--- config.mk ---
export PLATFORM = sky130hd
export DESIGN_NAME = serial_port_with_priority_interrupts
export DESIGN_NICKNAME = d
export VERILOG_FILES = /design/src/rtl/core/sppi_pkg.sv /design/src/rtl/core/sppi_engine.sv /design/src/rtl/core/serial_port_with_priority_interrupts.sv
export SDC_FILE = /design/constraint.sdc
export NUM_CORES = 1
export LEC_CHECK = 0
export ABC_AREA = 1
export BUFFER_PORTS_ARGS = -buffer_cell sky130_fd_sc_hd__buf_2
export CORE_ASPECT_RATIO = 0.75
export CORE_MARGIN = 1.5
export CORE_UTILIZATION = 50
export CTS_CLUSTER_DIAMETER = 50
export DETAILED_ROUTE_END_ITERATION = 10
export PLACE_DENSITY_LB_ADDON = 0.05
export SLEW_MARGIN = 20
export SYNTH_ARGS = -nofsm -noshare
export SYNTH_HDL_FRONTEND = slang
export SYNTH_SLANG_ARGS = --single-unit
--- constraint.sdc ---
create_clock -name clk -period 1.4 [get_ports clk]
set_input_delay 0.14 -clock clk [delete_from_list [all_inputs] [get_ports clk]]
set_output_delay 0.14 -clock clk [all_outputs]
set_load 0.01 [all_outputs]
--- src/rtl/core/sppi_pkg.sv ---
`default_nettype none

package sppi_pkg;

	typedef enum logic [2:0] {
		OP_STATUS_RD = 3'd0,
		OP_DATA_RD   = 3'd1,
		OP_DATA_WR   = 3'd2,
		OP_CTRL_WR   = 3'd3,
		OP_RX_ARRIVE = 3'd4,
		OP_PORT_RST  = 3'd5,
		OP_IRQ_SET   = 3'd6,
		OP_IRQ_CLR   = 3'd7
	} op_t;

	localparam logic [7:0] ST_RX_FULL  = 8'h01;
	localparam logic [7:0] ST_TX_EMPTY = 8'h02;
	localparam logic [7:0] ST_IRQ      = 8'h80;
	localparam logic [7:0] CR_RX_IE    = 8'h80;
	localparam logic [7:0] CR_TX_MASK  = 8'h60;
	localparam logic [7:0] CR_TX_IE    = 8'h20;

	typedef struct packed {
		op_t        op;
		logic [7:0] data;
	} req_t;

	typedef struct packed {
		logic [2:0] irq_level;
		logic [7:0] tx_data;
		logic       tx_valid;
		logic [7:0] read_data;
	} result_t;

	// highest pending level; level 0 never counts
	function automatic logic [2:0] highest_level(input logic [7:0] mask);
		logic [2:0] lvl;
		lvl = 3'd0;
		for (int k = 1; k < 8; k++) begin
			if (mask[k]) lvl = 3'(k);
		end
		return lvl;
	endfunction

endpackage

`default_nettype wire

--- src/rtl/core/sppi_engine.sv ---
`default_nettype none

module sppi_engine #(
	parameter int SERIAL_IRQ_LEVEL = 5
) (
	input  wire               clk,
	input  wire               arst_n,
	input  wire               fire,
	input  wire sppi_pkg::req_t req,
	output sppi_pkg::result_t res
);

	localparam logic [7:0] PortBit = 8'(1) << SERIAL_IRQ_LEVEL;

	logic [7:0] control_q, status_q, rx_hold_q, mask_q;
	logic [7:0] control_n, status_n, rx_hold_n, mask_n;

	always_comb begin
		control_n     = control_q;
		status_n      = status_q;
		rx_hold_n     = rx_hold_q;
		mask_n        = mask_q;
		res.read_data = 8'd0;
		res.tx_valid  = 1'b0;
		res.tx_data   = 8'd0;
		unique case (req.op)
			sppi_pkg::OP_STATUS_RD: begin
				res.read_data = status_q;
			end
			sppi_pkg::OP_DATA_RD: begin
				mask_n        = mask_q & ~PortBit;
				status_n      = status_q & ~(sppi_pkg::ST_IRQ | sppi_pkg::ST_RX_FULL);
				res.read_data = rx_hold_q;
			end
			sppi_pkg::OP_DATA_WR: begin
				res.tx_valid = 1'b1;
				res.tx_data  = req.data;
				if ((control_q & sppi_pkg::CR_TX_MASK) == sppi_pkg::CR_TX_IE) begin
					mask_n = mask_q | PortBit;
				end
			end
			sppi_pkg::OP_CTRL_WR: begin
				control_n = req.data;
			end
			sppi_pkg::OP_RX_ARRIVE: begin
				rx_hold_n = req.data;
				status_n  = status_q | sppi_pkg::ST_RX_FULL;
				if (((control_q & sppi_pkg::CR_RX_IE) != 8'd0)
						&& ((status_q & sppi_pkg::ST_IRQ) == 8'd0)) begin
					mask_n   = mask_q | PortBit;
					status_n = status_q | sppi_pkg::ST_RX_FULL | sppi_pkg::ST_IRQ;
				end
			end
			sppi_pkg::OP_PORT_RST: begin
				control_n = 8'd0;
				status_n  = sppi_pkg::ST_TX_EMPTY;
				mask_n    = mask_q & ~PortBit;
			end
			sppi_pkg::OP_IRQ_SET: begin
				if (req.data[7:3] == 5'd0) mask_n = mask_q | (8'(1) << req.data[2:0]);
			end
			sppi_pkg::OP_IRQ_CLR: begin
				if (req.data[7:3] == 5'd0) mask_n = mask_q & ~(8'(1) << req.data[2:0]);
			end
		endcase
		res.irq_level = sppi_pkg::highest_level(mask_n);
	end

	always_ff @(posedge clk or negedge arst_n) begin
		if (!arst_n) begin
			control_q <= 8'd0;
			status_q  <= sppi_pkg::ST_TX_EMPTY;
			rx_hold_q <= 8'd0;
			mask_q    <= 8'd0;
		end else if (fire) begin
			control_q <= control_n;
			status_q  <= status_n;
			rx_hold_q <= rx_hold_n;
			mask_q    <= mask_n;
		end
	end

endmodule

`default_nettype wire

--- src/rtl/core/serial_port_with_priority_interrupts.sv ---
// Serial port with an eight-level priority interrupt controller. Each request
// is one operation, selected by s_tuser: status read, data read, data write,
// control write, receive arrival, port reset, interrupt level set or clear.
// Every request gives exactly one result carrying the read byte, the
// transmitted byte and its flag, and the highest pending interrupt level.
// A request is held in the input register and is then applied to the port
// state and captured in the output register; a new request is taken every
// cycle while the output is drained.

`default_nettype none

module serial_port_with_priority_interrupts #(
	parameter int SERIAL_IRQ_LEVEL = 5
) (
	input  wire         clk,
	input  wire         arst_n,
	input  wire         s_tvalid,
	output logic        s_tready,
	input  wire  [7:0]  s_tdata,   // [7:0] data
	input  wire  [2:0]  s_tuser,   // [2:0] op
	output logic        m_tvalid,
	input  wire         m_tready,
	output logic [23:0] m_tdata,   // [7:0] read_data, [15:8] tx_data, [18:16] irq_level
	output logic        m_tuser    // [0] tx_valid
);

	logic              valid_s1;
	sppi_pkg::req_t    req_s1;
	sppi_pkg::result_t res_c;
	sppi_pkg::result_t res_s2;
	logic              valid_s2;
	logic              adv;

	assign adv      = valid_s1 && (!valid_s2 || m_tready);
	assign s_tready = !valid_s1 || adv;

	always_ff @(posedge clk or negedge arst_n) begin
		if (!arst_n) begin
			valid_s1 <= 1'b0;
		end else if (s_tready) begin
			valid_s1 <= s_tvalid;
		end
	end

	always_ff @(posedge clk or negedge arst_n) begin
		if (!arst_n) begin
			req_s1 <= '0;
		end else if (s_tready && s_tvalid) begin
			req_s1.op   <= sppi_pkg::op_t'(s_tuser);
			req_s1.data <= s_tdata;
		end
	end

	sppi_engine #(
		.SERIAL_IRQ_LEVEL(SERIAL_IRQ_LEVEL)
	) u_engine (
		.clk    (clk),
		.arst_n (arst_n),
		.fire   (adv),
		.req    (req_s1),
		.res    (res_c)
	);

	always_ff @(posedge clk or negedge arst_n) begin
		if (!arst_n) begin
			valid_s2 <= 1'b0;
		end else if (adv) begin
			valid_s2 <= 1'b1;
		end else if (m_tready) begin
			valid_s2 <= 1'b0;
		end
	end

	always_ff @(posedge clk) begin
		if (adv) res_s2 <= res_c;
	end

	assign m_tvalid = valid_s2;
	assign m_tuser  = res_s2.tx_valid;
	assign m_tdata  = {5'd0, res_s2.irq_level, res_s2.tx_data, res_s2.read_data};

	a_stall_full: assert property (@(posedge clk) disable iff (!arst_n)
		!s_tready |-> valid_s1)
		else $error("input stalled with empty input register");

	a_tx_flag: assert property (@(posedge clk) disable iff (!arst_n)
		(adv && req_s1.op == sppi_pkg::OP_DATA_WR) |=> (m_tvalid && m_tuser))
		else $error("data write did not produce a transmit byte");

	a_status_bits: assert property (@(posedge clk) disable iff (!arst_n)
		(adv && req_s1.op == sppi_pkg::OP_STATUS_RD) |=> (m_tdata[6:2] == 5'd0))
		else $error("status read returned undefined bits");

endmodule

`default_nettype wire
* Word level (Yosys, flattened, before mapping)
Index checks and enable logic that the tools add are counted.
** Word-level totals
- Bits in registers :: 65
- Output and inout bits :: 27
- Word-level logic and storage cells :: 77
** Operators by class
- Equality and inequality tests :: 11
- Shift-type cells :: 1
- Muxes and demuxes :: 18
- Bitwise operators :: 7
- Reduce and logical (&&, ||, !) cells :: 23
** Operator list (number)
- $pmux W8 S5 :: 1
- $pmux W8 S2 :: 2
- $mux W8 :: 3
- $pmux W8 S3 :: 1
- $eq A3 B3 Y1 const B :: 4
- $mux W6 :: 2
- $and A8 B8 Y8 :: 1
- $logic_not A8 Y1 :: 1
- $mux W2 :: 4
- $not A8 Y8 :: 1
- $or A8 B8 Y8 :: 1
- $shl A1 B3 Y8 const A :: 1
- $reduce_and A7 Y1 :: 1
- $eq A3 B2 Y1 const B :: 2
- $ne A2 B1 Y1 const B :: 3
- $reduce_and A2 Y1 :: 3
- $reduce_bool A2 Y1 :: 3
- $logic_not A5 Y1 :: 1
- $mux W1 :: 5
- $not A1 Y1 :: 4
- $reduce_and A4 Y1 :: 1
- $reduce_or A2 Y1 :: 2
- $reduce_or A4 Y1 :: 1
- $eq A3 B1 Y1 const B :: 1
- other kinds (7) :: 11

* Longest topological paths before layout
- Depth in word-level cells :: 11
- Mapped depth :: 12

* Cells and area by module
A second synthesis with hierarchy kept.
** Second synthesis, totals
- Cells, all modules :: 295
- Area total of the unflattened synthesis :: 2615.0 um^2
** Modules (own cells, without submodules)
- sppi_engine :: times used 1, cells an instance 212, area an instance 1423.9 um^2, seq. area each 526.8 um^2
- serial_port_with_priority_interrupts :: times used 1, cells an instance 83, area an instance 1191.1 um^2, seq. area each 925.9 um^2

* Least setup slack after synthesis
Ideal clock, no wire load.
- Kind :: flip-flop to flip-flop
- Start :: reg valid_s2, in the netlist m_tvalid
- End :: reg u_engine.rx_hold_q[6]
- Data arrival time :: 1.505 ns
- Required time :: 1.274 ns
- Path slack :: -0.231 ns
- Stages on the path, launching flop included :: 8
- Clock period less this slack :: 1.631 ns
- Cell sequence :: dfrtp_1 nand2_1 nand2_1 inv_2 nand3_1 buf_2 nand2_1 o21ai_0
** Between the ends
- Word-level cells in the longest chain between the ends :: 4
** RTL lines
- from (decl) :: RTL line serial_port_with_priority_interrupts.sv:31 : logic valid_s2;
- from (signal assigned) :: RTL line serial_port_with_priority_interrupts.sv:66 : valid_s2 <= 1'b0;
- from (signal assigned) :: RTL line serial_port_with_priority_interrupts.sv:68 : valid_s2 <= 1'b1;
- from (signal assigned) :: RTL line serial_port_with_priority_interrupts.sv:70 : valid_s2 <= 1'b0;
- $logic_not A1 Y1 :: RTL line serial_port_with_priority_interrupts.sv:34 : assign adv = valid_s1 && (!valid_s2 || m_tready);
- $logic_or A1 B1 Y1 :: RTL line serial_port_with_priority_interrupts.sv:34
- $logic_and A1 B1 Y1 :: RTL line serial_port_with_priority_interrupts.sv:34
- named net adv :: RTL line serial_port_with_priority_interrupts.sv:32 : logic adv;
- $reduce_and A2 Y1 (no source line)
- to (signal assigned) :: RTL line sppi_engine.sv:78 : rx_hold_q <= rx_hold_n;
- to (decl) :: RTL line sppi_engine.sv:15 : logic [7:0] control_q, status_q, rx_hold_q, mask_q;
The timed path passes the listed nets, and every way through them passes these cells.
A chain may end at the register's enable or synchronous reset.

* Worst setup path after layout
- Start :: reg req_s1[6] (netlist bit)
- End :: reg res_s2 (netlist bit m_tdata[18]) (data pin)
** Between the ends
- Word-level cells in the longest chain between the ends :: 4
** RTL lines
- from (decl) :: RTL line serial_port_with_priority_interrupts.sv:28 : sppi_pkg::req_t req_s1;
- $logic_not A5 Y1 * :: RTL line sppi_engine.sv:60, sppi_engine.sv:63
- $mux W8 (on tied branches) :: RTL line sppi_engine.sv:63, sppi_engine.sv:60
- $pmux W8 S5 * :: RTL line sppi_engine.sv:26 : unique case (req.op)
- $reduce_or A4 Y1 (no source line) *
- to (signal assigned) :: RTL line serial_port_with_priority_interrupts.sv:75 : if (adv) res_s2 <= res_c;
- to (decl) :: RTL line serial_port_with_priority_interrupts.sv:30 : sppi_pkg::result_t res_s2;
Every way passes the cells marked *; elsewhere a longest branch is shown, timed or not. The select of a mux whose other input is x is not followed.

==> results.txt <==
The tools report the warning count from the yosys run as 0. Dividing the detail-routed wire length by the instance count gives 13.17 um. TritonCTS built the clock tree. The run finished, with violations left. No sink is reached through more buffers than the 2 on the longest clock path.

The detailed router placed 2255 vias in this run. The detailed router used layers up to and including met4. The final count of negative-setup-slack endpoints came out at 7. For the hold violation count in the final report, the log shows 0. The final wirelength came out at 5.902 mm.

For the pin count of the biggest net entering global routing, the log shows 24. The tree is rooted in a clkbuf_8. The run gives 0.371 as the combinational share of power. Port buffering added 36 buffers. The number of global-route vias before repair was 2000; the portion of the clock cycle consumed by the worst path in the final layout was 1.169. The number of CTS-inserted buffers came out at 5. In this run, placement finished with an instance count of 435. The switching share of power is 0.3715. The TritonCTS sink count was 54; the placeable core region was 4927 sq um. The number of distinct library cell variants in the gate-level netlist after synthesis was 27; the relative contribution of sequential cells to total power was 0.448. Relative to the synthesized area, the layout overhead comes to 32.85%. The final reports fail on setup timing. The critical path is of the register to register type.

The clock period minus worst slack works out to 1.637 ns. The largest fanout on the critical path was 5. Synthesis inferred 54 register bits.

In this run the power density over the cells is 1523 nW/um^2. In the final routing, the length of wire on met1 measures 2.982 mm. The cell area that synthesis handed to floorplanning was 2590 sq um. The part of the power in the clock network is 0.181.

The height of the die is 65.33 um. Data arrives at the worst endpoint at 1.73 ns. The number of violations reported at the end of detailed-routing iteration 0 is 197.

The H-tree was split into 2 levels. Hold is met by 0.05562 ns. The wire length on met2 is 2.474 mm.

Number of iterations in the first detailed-routing pass: 5. The wire length of the first global-routing pass is 9.660 mm, and the total internal power is 3.294 mW. After clock tree synthesis, the clock-pin slew on the worst setup and hold paths is 0.11 ns.

The die width was 86.11 um. Timing analysis after detailed placement gives a worst setup slack of -0.2933 ns. Fill cells in the final layout number 404. Kind of end point of the critical path: a register. For this run, design rule violations remaining after detail routing come to 0. The run gives 0 as the max-slew violation count. Synthesis produced 307 cells.

The run gives 0.8645 as the final estimated routing congestion in global placement. Summed over all cells, the static leakage comes to 1.712 nW. The logs give 0 for the antenna diode count and 402 for the total number of nets in the final design. The tools report the total global-route track usage as 0.2266. The initial antenna violation count was 0; the routed length on met3 was 400 um. Pin placement for this block handled 42 I/O pins. The fraction of layout instances using a drive strength above 1 was 0.3505; the overflow left after global routing was 0. The final antenna-violating net count is 0, and the maximum vdd ir drop is 884.3 uV. Setup repair after global routing could not meet its margin everywhere.

After floorplanning, the core was divided into 22 placement rows. Via density per instance: 5.033. For the end-of-flow core utilization, the log shows 0.6983.

The initial standard-cell utilization of the core was 0.5256; the final cell count without fillers was 448. The tool flagged a number of max-cap violations equal to 0. STA puts the critical path data required time at 1.50 ns. The logs give -0.2371 ns for the worst setup margin and 610.8 MHz for the maximum clock frequency. The half-perimeter wire length of the detailed placement result is 4.254 mm, and the sequential share of the synthesized area is 0.5609.

The clock arrives with 0.01456 ns of skew. STA classifies the critical path startpoint as a register. Clock latency on the worst-skew pair, taken at its later pin, is 0.33 ns. The min-delay analysis places its worst path in the category primary input to register. A synthesized cell averages 8.436 sq um. The floorplan step defined a die boundary enclosing 5625 sq um. The analysis attributes to net switching a power of 1.947 mW.
==> worst max-delay path, stage by stage, from the launching register on <==
cell and delay, ns:
dfrtp_1 0.40, nor2_2 0.14, nand2_2 0.11, nor2_4 0.19, nand2_1 0.09, nand3_2 0.07
nand2_2 0.06, nor2_4 0.12, nand2_2 0.07, nor2_2 0.09, nand2_1 0.05
==> metal layers <==
| layer | up-vias | global-route usage |
|---|---|---|
| met5 | - | 0 |
| met4 | 0 | 0.04839 |
| met3 | 6 | 0.05402 |
| met2 | 81 | 0.3307 |
| met1 | 1036 | 0.3444 |
| li1 | 1132 | - |
==> sequential cells by signal, indices dropped and copies added, names as in the netlist <==
name and cells:
m_tvalid 1, u_engine.status_q 3, m_tuser 1, u_engine.mask_q 7, u_engine.control_q 3, m_tdata 19, valid_s1 1, u_engine.rx_hold_q 8
req_s1 11
==> stage by stage <==
stage	TNS (ns)	total power, mW	area, sq um
final	-1.031	5.241	3441
after global routing	-2.035	5.602	3441
after CTS	-0.9750	5.132	3347
after detailed placement	-1.605	4.072	3129
after global placement	-1.254	4.028	3129
after floorplan	-0.2439	3.395	2620
==> power by group through the flow <==
stage	combinational (mW)	sequential [mW]	clock [mW]
floorplan	0.997	2.40	0
global placement	1.67	2.36	0
detailed placement	1.70	2.37	0
CTS	1.83	2.34	0.955
global route	2.20	2.39	1.01
finish	1.94	2.35	0.947
==> cell usage in the layout, fill, tap and decap left out, types with 5 or more instances in the layout <==
cell / synthesis / final
nor2_4: 4 / 7
edfxtp_1: 20 / 20
clkbuf_8: 0 / 5
o21ai_0: 25 / 15
nand2_2: 1 / 10
nand3_2: 1 / 11
nand2_1: 80 / 68
dfrtp_1: 33 / 32
conb_1: 1 / 5
nand3_1: 28 / 18
buf_4: 5 / 34
buf_6: 2 / 5
nor2_2: 1 / 5
inv_2: 2 / 5
o21ai_1: 0 / 7
buf_2: 1 / 36
a21oi_1: 12 / 11
nor2_1: 38 / 32
inv_1: 41 / 37
==> cells by family (layout without fill, tap and decap cells) <==
group	count (synthesis)	after routing	synth area share
flip-flops	54	54	0.5609
AO/OA/AOI/OAI	42	42	0.08648
other	1	5	0.001448
buffers and inverters	54	130	0.09179
AND/OR/NAND/NOR	156	157	0.2594
==> cell usage after synthesis, drive strengths merged <==
cell type	number	area share
nand3	29	0.058
edfxtp	20	0.23
dfrtp	33	0.32
inv	43	0.062
clkbuf	1	0.0014
o211ai	1	0.0029
nand2	81	0.12
o21bai	1	0.0029
nor2	43	0.075
conb	1	0.0014
a21oi	12	0.023
o21ai	25	0.048
buf	10	0.028
dfstp	1	0.010
o31ai	1	0.0029
a211oi	1	0.0029
nand4	1	0.0024
nand3b	2	0.0058
a32oi	1	0.0034
==> layout make-up <==
| cell class | instances | area (sq um) | area share |
|---|---|---|---|
| multi-input combinational | 204 | 1087 | 0.3160 |
| sequential | 54 | 1454 | 0.4225 |
| timing repair buffer | 79 | 561.8 | 0.1633 |
| inverter | 43 | 166.4 | 0.04836 |
| clock inverter | 3 | 27.53 | 0.008000 |
| clock buffer | 5 | 68.82 | 0.02000 |
| tap | 60 | 75.07 | 0.02182 |
==> timing repair <==
action / in CTS / in global routing
pin swaps: 11 / 12
buffers inserted: 1 / 2
hold buffers: 1 / 0
setup endpoints to repair: 13 / 36
hold endpoints to repair: 17 / 0
cloned: 1 / 0
resized for setup: 33 / 26
==> worst paths after layout <==
path / start / end / slack (ns) / depth (start not counted)
setup / recovery: req_s1[6]$_DFFE_PN0P_ / m_tdata[18]$_SDFFCE_PP1P_ / -0.24 / 10
hold / removal: s_tdata[7] / req_s1[7]$_DFFE_PN0P_ / 0.06 / 3
setup reg to reg: req_s1[6]$_DFFE_PN0P_ / m_tdata[18]$_SDFFCE_PP1P_ / -0.24 / 10
min in group asynchronous: arst_n / u_engine.mask_q[7]$_DFFE_PN0P_ / 0.28 / 2
max in group asynchronous: arst_n / u_engine.status_q[1]$_DFFE_PN1P_ / 0.60 / 3
hold reg to reg: u_engine.status_q[1]$_DFFE_PN1P_ / u_engine.status_q[1]$_DFFE_PN1P_ / 0.47 / 2
Note: power is estimated with default switching activity, not from simulation.
